<file path="src/design/sle_pkg.sv">
package sle_pkg;

  typedef enum logic [2:0] {
    CMD_APPEND = 3'd0,
    CMD_INSERT = 3'd1,
    CMD_COUNT  = 3'd2,
    CMD_REMOVE = 3'd3,
    CMD_SHOW   = 3'd4
  } cmd_t;

  localparam logic [1:0] ST_OK       = 2'd0;
  localparam logic [1:0] ST_FULL     = 2'd1;
  localparam logic [1:0] ST_NOTFOUND = 2'd2;
  localparam logic [1:0] ST_EMPTY    = 2'd3;

  typedef struct packed {
    logic [2:0]         cmd;
    logic signed [31:0] key_a;
    logic signed [31:0] key_b;
  } in_word_t;

  typedef struct packed {
    logic [1:0]         status;
    logic signed [31:0] value;
    logic               last;
  } out_word_t;

  typedef enum logic [2:0] {
    S_IDLE,
    S_SEARCH,
    S_ACT,
    S_REPORT,
    S_SHOW
  } state_t;

  // Per-cycle control broadcast to every cell.
  typedef struct packed {
    logic shift_right;
    logic shift_left;
    logic show_shift;
  } cell_ctl_t;

endpackage

</file>
<file path="src/design/sle_cell.sv">
module sle_cell (
  input  logic                clk,
  input  sle_pkg::cell_ctl_t  ctl,
  input  logic                open_right,
  input  logic                close_left,
  input  logic                place_here,
  input  logic signed [31:0]  new_key,
  input  logic signed [31:0]  left_key,
  input  logic signed [31:0]  right_key,
  input  logic signed [31:0]  cmp_a,
  input  logic signed [31:0]  cmp_b,
  output logic signed [31:0]  key,
  output logic                hit_a,
  output logic                hit_b
);
  import sle_pkg::*;

  // Each cell compares its key with both command keys; the controller
  // masks hits beyond the fill count.
  assign hit_a = (key == cmp_a);
  assign hit_b = (key == cmp_b);

  always_ff @(posedge clk) begin
    if (place_here) begin
      key <= new_key;
    end else if (ctl.shift_right && open_right) begin
      key <= left_key;
    end else if ((ctl.shift_left && close_left) || ctl.show_shift) begin
      key <= right_key;
    end
  end

endmodule

</file>
<file path="config.mk">
export PLATFORM = sky130hd
export DESIGN_NAME = sle_cell
export DESIGN_NICKNAME = d
export VERILOG_FILES = /design/src/design/sle_pkg.sv /design/src/design/sle_cell.sv
export SDC_FILE = /design/constraint.sdc
export NUM_CORES = 1
export LEC_CHECK = 0
export BUFFER_PORTS_ARGS = -buffer_cell sky130_fd_sc_hd__buf_4
export CORE_MARGIN = 5
export CORE_UTILIZATION = 35
export DETAILED_ROUTE_END_ITERATION = 16
export PLACE_DENSITY = 0.86
export SLEW_MARGIN = 20
export SYNTH_ARGS = -nofsm -noshare
export SYNTH_HDL_FRONTEND = slang
export SYNTH_SLANG_ARGS = --single-unit
</file>
<file path="constraint.sdc">
create_clock -name clk -period 2.5 [get_ports clk]
set_clock_uncertainty 0.15 [all_clocks]
set_input_delay 0.375 -clock clk [delete_from_list [all_inputs] [get_ports clk]]
set_output_delay 0.375 -clock clk [all_outputs]
set_load 0.005 [all_outputs]
</file>
==> load_flow_metrics.sql, run 1 <==
INSERT INTO impl_metrics (metric_group, metric, value, unit) VALUES
('drt', 'detail_route.drc_violations', '0', ''),
('cells_and_area', 'syn2layout_area_growth', '70.95', '%'),
('timing', 'max-slew-margin-rel', '68.03', '%'),
('place', 'place.detailed.hpwl', '7.131', 'mm'),
('place', 'port-buffer-count', '200', ''),
('clock_tree', 'cts-buffers-inserted', '5', ''),
('yosys', 'netlist.area_leader.share', '41.16', '%'),
('floorplanning', 'floorplan.io_pins', '201', ''),
('floorplanning', 'initial_core_util', '36.35', '%'),
('timing', 'final_critical_path_setup_slack', '0.1902', 'ns'),
('worst_setup_path', 'critical_path_fanout_max', '3', ''),
('worst_setup_path', 'critPathCaptureType', 'output port', ''),
('yosys', 'post_synth_instance_area', '2335', 'sq um'),
('clock_tree', 'cts_buffer_depth', '2', ''),
('yosys', 'synth.top_cells.by_area', 'edfxtp_1 41%, xor2_1 24%, mux2i_1 14%, o21ai_0 6.9%, nand2_1 5.3%', ''),
('drt', 'drt_iter0_markers', '33', ''),
('drt', 'drt-wirelength-per-cell', '16.53', 'um'),
('yosys', 'number_of_flip_flops_and_latches_in_the_synthesized_netlist', '32', ''),
('timing', 'finalCritPeriodShare', '92.39', '%'),
('timing', 'worst_slew_pin_slew', '0.4778', 'ns'),
('place', 'dpl_worst_slack', '0.3721', 'ns'),
('yosys', 'postSynthAreaPerCell', '10.29', 'sq um'),
('floorplanning', 'width_of_the_die', '91.68', 'um'),
('place', 'weighted_congestion_at_the_end_of_routability_driven_global_placement', '0.8538', ''),
('worst_setup_path', 'worst-setup-path-type', 'reg -> out', ''),
('clock_tree', 'hold_buffers', '0', ''),
('cells_and_area', 'finish.net_count', '594', ''),
('timing', 'grt_setup_unrepaired', 'no', ''),
('timing', 'max_clock_freq', '0.4329', 'GHz'),
('power_and_ir_drop', 'cellInternalPower', '0.001224', 'W'),
('power_and_ir_drop', 'worst_ir_drop_vdd', '0.2025', 'mV'),
('grt', 'grt_antenna_before_repair', '0', ''),
('timing', 'timing.final.max_slew_violations', '0', ''),
('hold_path', 'classification_of_the_worst_slack_hold_path', 'in -> reg', ''),
('timing', 'fin_setup_tns', '0', 'ns'),
('cells_and_area', 'max_flop_register', 'key', ''),
('cells_and_area', 'antenna_cells', '0', ''),
('worst_setup_path', 'timing.critical_path.required', '1.98', 'ns'),
('power_and_ir_drop', 'p_sw_share', '27.58', '%'),
('drt', 'antenna_left', '0', ''),
('worst_setup_path', 'cp.arrival', '1.78', 'ns'),
('grt', 'grt_max_degree', '39', ''),
('yosys', 'synth.lib_cells_used.distinct', '13', ''),
('worst_setup_path', 'critical_path.startpoint_type', 'flop', ''),
('cells_and_area', 'fillers', '542', ''),
('yosys', 'synth_largest_area_cell', 'edfxtp_1', ''),
('timing', 'report.final.hold_viol_count', '0', ''),
('power_and_ir_drop', 'total_leakage_power', '2.028', 'nW'),
('drt', 'total_wire_length_after_detailed_routing', '8.348', 'mm'),
('worst_setup_path', 'worst_path_max_delay_cell', 'edfxtp_1', ''),
('grt', 'grt_usage', '19.17', '%'),
('cells_and_area', 'final_layout_size_suffix_gt1_share', '49.07', '%'),
('clock_tree', 'cts-htree-levels', '2', ''),
('grt', 'gr-total-overflow', '0', ''),
('drt', 'detailedRoute.firstPassIterationCount', '4', ''),
('floorplanning', 'fp.coreArea', '6422', 'sq um'),
('timing', 'period_minus_slack', '2.310', 'ns'),
('clock_tree', 'cts_num_sinks', '32', ''),
('worst_setup_path', 'crit_chain', 'xor2_1 -> nor4_1 -> nand4_1 -> nor2_1 -> buf_4', ''),
('outcome', 'status', 'finished clean', ''),
('power_and_ir_drop', 'powerDensity', '423.3', 'nW/um^2'),
('floorplanning', 'dieArea', '8404', 'sq um'),
('clock_tree', 'clkTransAtPathRegs', '0.07', 'ns'),
('grt', 'grt_first_pass_wirelength', '12.88', 'mm'),
('power_and_ir_drop', 'switchingPower', '0.0004659', 'W'),
('yosys', 'synth-warning-count', '0', ''),
('timing', 'setup_viol', '0', ''),
('floorplanning', 'dieHeight', '91.68', 'um'),
('clock_tree', 'clock-root-buffer', 'clkbuf_8', ''),
('yosys', 'syn-instance-count', '227', ''),
('floorplanning', 'fp-row-count', '29', '');
==> cell type report <==
type	instances	area (sq um)	area share, %
Multi-Input combinational cell	185	1318	33.01
Timing Repair Buffer	203	1536	38.50
Sequential cell	32	960.9	24.08
Clock buffer	7	76.32	1.912
Clock inverter	1	3.754	0.09404
Tap cell	77	96.34	2.414
==> worst paths after layout <==
kind	to	cells after the start	slack (ns)	startpoint
max	hit_b	5	0.19	key[31]
min	key[16]	3	0.23	new_key[16]
==> layout by cell type (no fill, tap or decap), drive strengths merged <==
cell and count:
a211oi 1, buf 203, clkbuf 7, clkinv 1, edfxtp 32, mux2i 32
nand2 34, nand4 4, nor2 2, nor4 16, o21ai 32, xor2 64
==> power groups by stage <==
stage               Clock (W)  Combinational [W]  Sequential, W
floorplan                   0           0.000208       0.000754
global placement            0           0.000556       0.000760
detailed placement          0           0.000569       0.000767
CTS                  0.000377           0.000572       0.000756
global route         0.000408           0.000622       0.000765
finish               0.000367           0.000568       0.000755
==> kinds of logic (layout without fill, tap and decap cells) <==
| group | after synthesis | in the layout | synth area share [%] |
|---|---|---|---|
| buf+inv | 10 | 211 | 2.680 |
| simple gates | 56 | 56 | 11.25 |
| flops | 32 | 32 | 41.16 |
| mux | 32 | 32 | 13.72 |
| compound gates | 33 | 33 | 7.181 |
| xor+xnor | 64 | 64 | 24.01 |
==> critical path, delay by kind of cell, from the launching register on <==
| kind | cells | cell delay (ns) |
|---|---|---|
| DFF | 1 | 0.47 |
| buffers and inverters | 1 | 0.13 |
| and+or+nand+nor | 3 | 0.74 |
| xor gates and xnor gates | 1 | 0.18 |
==> repair_timing <==
action,in CTS,in global routing
buffers inserted,0,0
gates resized for setup,0,1
endpoints found under the setup margin,0,1
==> layer usage <==
| layer | GRT usage [%] | part of all wire (%) |
|---|---|---|
| met3 | 6.465 | 8.4 |
| met5 | 0 | 0 |
| met2 | 34.57 | 53 |
| met4 | 5.905 | 1.7 |
| met1 | 21.23 | 37 |
==> synthesized netlist by cell type <==
cell / instances
clkbuf_1: 5
buf_6: 3
nand2_2: 1
mux2i_1: 32
buf_2: 2
nor4_1: 16
nand2_1: 33
edfxtp_1: 32
o21ai_0: 32
xor2_1: 64
nand4_1: 4
nor2_1: 2
a211oi_1: 1
==> stage by stage <==
step | hold WS (ns) | utilization [%] | area, sq um | power [W] | std cells
6_report | 0.2292 | 62.15 | 3991 | 0.001689 | 505
5_1_grt | 0.2185 | 62.15 | 3991 | 0.001796 | 505
4_1_cts | 0.2247 | 62.05 | 3985 | 0.001704 | 505
3_5_place_dp | 0.5095 | 60.80 | 3905 | 0.001336 | 497
3_3_place_gp | 0.5031 | 60.80 | 3905 | 0.001316 | 497
2_1_floorplan | 0.4121 | - | 2335 | 0.0009627 | 227
Power figures use the tool's default switching activity.
==> run 2: changes to the inputs <==
--- a/config.mk
+++ b/config.mk
@@ -5,12 +5,12 @@
 export SDC_FILE = /design/constraint.sdc
 export NUM_CORES = 1
 export LEC_CHECK = 0
+export ABC_AREA = 1
 export BUFFER_PORTS_ARGS = -buffer_cell sky130_fd_sc_hd__buf_4
 export CORE_MARGIN = 5
 export CORE_UTILIZATION = 35
 export DETAILED_ROUTE_END_ITERATION = 16
-export PLACE_DENSITY = 0.86
-export SLEW_MARGIN = 20
+export PLACE_DENSITY = 0.81
 export SYNTH_ARGS = -nofsm -noshare
 export SYNTH_HDL_FRONTEND = slang
 export SYNTH_SLANG_ARGS = --single-unit
==> load_flow_metrics.sql, run 2 <==
INSERT INTO impl_metrics (metric_group, metric, value, unit) VALUES
('yosys', 'synth.lib_cells_used.distinct', '13', ''),
('worst_setup_path', 'critPathCaptureType', 'output port', ''),
('place', 'dp.cells', '802', ''),
('floorplanning', 'floorplan.io_pins', '201', ''),
('cells_and_area', 'seq_area', '960.9', 'sq um'),
('timing', 'period_minus_slack', '2.092', 'ns'),
('timing', 'finalCritPeriodShare', '83.68', '%'),
('worst_setup_path', 'cp_num_buf_inv', '1', ''),
('grt', 'vias_in_the_first_global_route', '3553', ''),
('hold_path', 'classification_of_the_worst_slack_hold_path', 'in -> reg', ''),
('cells_and_area', 'final_layout_size_suffix_gt1_share', '30.26', '%'),
('power_and_ir_drop', 'total_leakage_power', '2.698', 'nW'),
('yosys', 'number_of_flip_flops_and_latches_in_the_synthesized_netlist', '32', ''),
('timing', 'max-slew-margin-rel', '59.74', '%'),
('timing', 'report.final.hold_viol_count', '0', ''),
('timing', 'timing.final.max_slew_violations', '0', ''),
('drt', 'drt_iter0_markers', '99', ''),
('yosys', 'post_synth_instance_area', '2884', 'sq um'),
('clock_tree', 'clkTransAtPathRegs', '0.07', 'ns'),
('floorplanning', 'fp-row-count', '33', ''),
('yosys', 'synth_largest_area_cell', 'nand2_1', ''),
('yosys', 'synth-edff-count', '32', ''),
('place', 'weighted_congestion_at_the_end_of_routability_driven_global_placement', '0.9048', ''),
('worst_setup_path', 'crit_chain', 'nand2_1 -> nand2_1 -> nor2_1 -> nand2_1 -> nor2_1 -> nand2_1 -> nor2_1 -> buf_4', ''),
('clock_tree', 'cts_num_sinks', '32', ''),
('grt', 'grt_most_used_layer', 'met2', ''),
('worst_setup_path', 'cpMostUsedCell', 'nand2_1', ''),
('yosys', 'postSynthAreaPerCell', '5.688', 'sq um'),
('cells_and_area', 'finish.net_count', '871', ''),
('worst_setup_path', 'critical_path_fanout_max', '4', ''),
('worst_setup_path', 'crit_path_largest_cell_delay', '0.44', 'ns'),
('yosys', 'syn-instance-count', '507', ''),
('drt', 'total_wire_length_after_detailed_routing', '10.18', 'mm'),
('worst_setup_path', 'worst-setup-path-type', 'reg -> out', ''),
('job', 'max_cap_violations', '0', ''),
('power_and_ir_drop', 'worst_ir_drop_vdd', '0.1964', 'mV'),
('clock_tree', 'clock-root-buffer', 'clkbuf_8', ''),
('cells_and_area', 'multi_input_comb_area', '1520', 'sq um'),
('yosys', 'netlist_top_cells_count', '258 x nand2_1, 87 x inv_1, 74 x nor2_1, 32 x a31oi_1, 32 x edfxtp_1', ''),
('yosys', 'syn_nets', '674', ''),
('timing', 'worst_slew_pin_slew', '0.6030', 'ns'),
('grt', 'grt_antenna_before_repair', '0', ''),
('timing', 'setup_viol', '0', ''),
('clock_tree', 'cts-htree-levels', '2', ''),
('grt', 'gr-total-overflow', '0', ''),
('power_and_ir_drop', 'powerDensity', '394.3', 'nW/um^2'),
('drt', 'detailedRoute.firstPassIterationCount', '4', ''),
('cells_and_area', 'most-common-layout-cells', '258 x nand2_1, 202 x buf_4, 86 x inv_1', ''),
('floorplanning', 'dieArea', '10160', 'sq um'),
('timing', 'final_critical_path_setup_slack', '0.4080', 'ns'),
('worst_setup_path', 'crit_family', 'simple AND/OR/NAND/NOR gates', ''),
('place', 'dpl_worst_slack', '0.4943', 'ns'),
('yosys', 'synth_async_sr_flop_share', '0', '%'),
('drt', 'num_vias', '3688', ''),
('worst_setup_path', 'timing.critical_path.required', '1.98', 'ns'),
('floorplanning', 'fp.coreArea', '8134', 'sq um'),
('timing', 'max_clock_freq', '0.4780', 'GHz'),
('grt', 'grt_max_degree', '65', ''),
('place', 'place.detailed.hpwl', '8.545', 'mm'),
('clock_tree', 'post-cts-setup-buffers', '0', ''),
('cells_and_area', 'post_layout_nonfiller_instances', '809', ''),
('clock_tree', 'ctsResizeCount', '0', ''),
('cells_and_area', 'antenna_cells', '0', ''),
('drt', 'detail_route.drc_violations', '0', ''),
('clock_tree', 'hold_buffers', '0', ''),
('yosys', 'synth_most_common_cell', 'nand2_1', ''),
('worst_setup_path', 'cp.arrival', '1.57', 'ns'),
('yosys', 'netlist.area_leader.share', '33.58', '%'),
('grt', 'use_met3', '3.322', '%'),
('cells_and_area', 'largest_register_ffs', '32', ''),
('worst_setup_path', 'worst_path_max_delay_cell', 'edfxtp_1', ''),
('yosys', 'synth.top_cells.by_area', 'nand2_1 34%, edfxtp_1 33%, inv_1 11%, nor2_1 9.6%, a31oi_1 6.9%', ''),
('floorplanning', 'initial_core_util', '35.46', '%'),
('yosys', 'synth-warning-count', '0', ''),
('drt', 'antenna_left', '0', ''),
('floorplanning', 'width_of_the_die', '100.8', 'um'),
('timing', 'fin_setup_tns', '0', 'ns'),
('yosys', 'synth-seq-area-share', '33.32', '%'),
('cells_and_area', 'most_frequent_standard_cell_in_the_layout_excluding_fill_and_tap_cells', 'nand2_1', ''),
('timing', 'grt_setup_unrepaired', 'no', ''),
('place', 'port-buffer-count', '200', ''),
('cells_and_area', 'fillers', '815', ''),
('yosys', 'dominantRegCellSynth', 'edfxtp_1', ''),
('grt', 'grt_use_met2', '36.00', '%'),
('cells_and_area', 'syn2layout_area_growth', '58.09', '%'),
('clock_tree', 'cts_buffer_depth', '2', ''),
('clock_tree', 'tritoncts', 'done', ''),
('cells_and_area', 'largest_registers', 'key: 32 flops', ''),
('drt', 'drt-wirelength-per-cell', '12.58', 'um'),
('worst_setup_path', 'critical_path.startpoint_type', 'flop', ''),
('grt', 'grt_first_pass_wirelength', '15.46', 'mm'),
('power_and_ir_drop', 'total_power', '0.001798', 'W'),
('grt', 'grt_usage', '19.22', '%'),
('outcome', 'status', 'finished clean', ''),
('cells_and_area', 'max_flop_register', 'key', ''),
('floorplanning', 'dieHeight', '100.8', 'um'),
('drt', 'via_per_inst', '4.559', ''),
('clock_tree', 'cts-buffers-inserted', '5', ''),
('grt', 'met1_usage', '21.58', '%');
-- run 2: cell types whose count changed after synthesis, moves of 3 or more --
cell / delta
xor2_1: -58
inv_1: +87
o21ai_0: -32
nor2_1: +72
a31oi_1: +32
clkbuf_1: -4
buf_4: +4
nand4_1: -4
buf_6: -3
nor4_1: -16
nand2_1: +225
mux2i_1: -32
buf_2: +6
-- run 2: per-layer routing --
metal	share of wire [%]	wire length (um)
met1	37	3793
met2	53	5356
met3	7.7	783
met4	2.4	245
met5	0	0
-- run 2: final timing paths --
check | from | to | cells after the start
worst max-delay path | key[30] | hit_b | 8
worst min-delay path | new_key[28] | key[28] | 3
-- run 2: cell type report --
cell class | count | area share [%]
repair buffers | 203 | 33.70
multi-input cells | 373 | 33.34
flip-flops and latches | 32 | 21.08
inverters | 89 | 7.327
well taps | 105 | 2.881
clock buffers | 5 | 1.509
clock inverters | 2 | 0.1647
-- run 2: worst min-delay path, stage by stage --
cell	delay, ns
buf_4	0.08
nor2_1	0.03
a31oi_1	0.12
-- run 2: logic make-up after synthesis --
logic type	after synthesis	share of synthesized area (%)
compound gates	33	7.115
flops	32	33.32
xor+xnor	6	1.822
simple gates	334	43.60
buf+inv	102	14.14
-- run 2: per-stage QoR --
stage	hold WS (ns)	utilization (%)	area, sq um
floorplan	0.4787	-	2884
global placement	0.5696	55.11	4483
detailed placement	0.5770	55.11	4483
CTS	0.2804	56.05	4559
global route	0.2938	56.05	4559
finish	0.2883	56.05	4559
-- run 2: where the power goes --
| group | switching, W | internal, W |
|---|---|---|
| combinational | 0.000311 | 0.000374 |
| sequential | 0.0000769 | 0.000674 |
| clock | 0.000178 | 0.000183 |
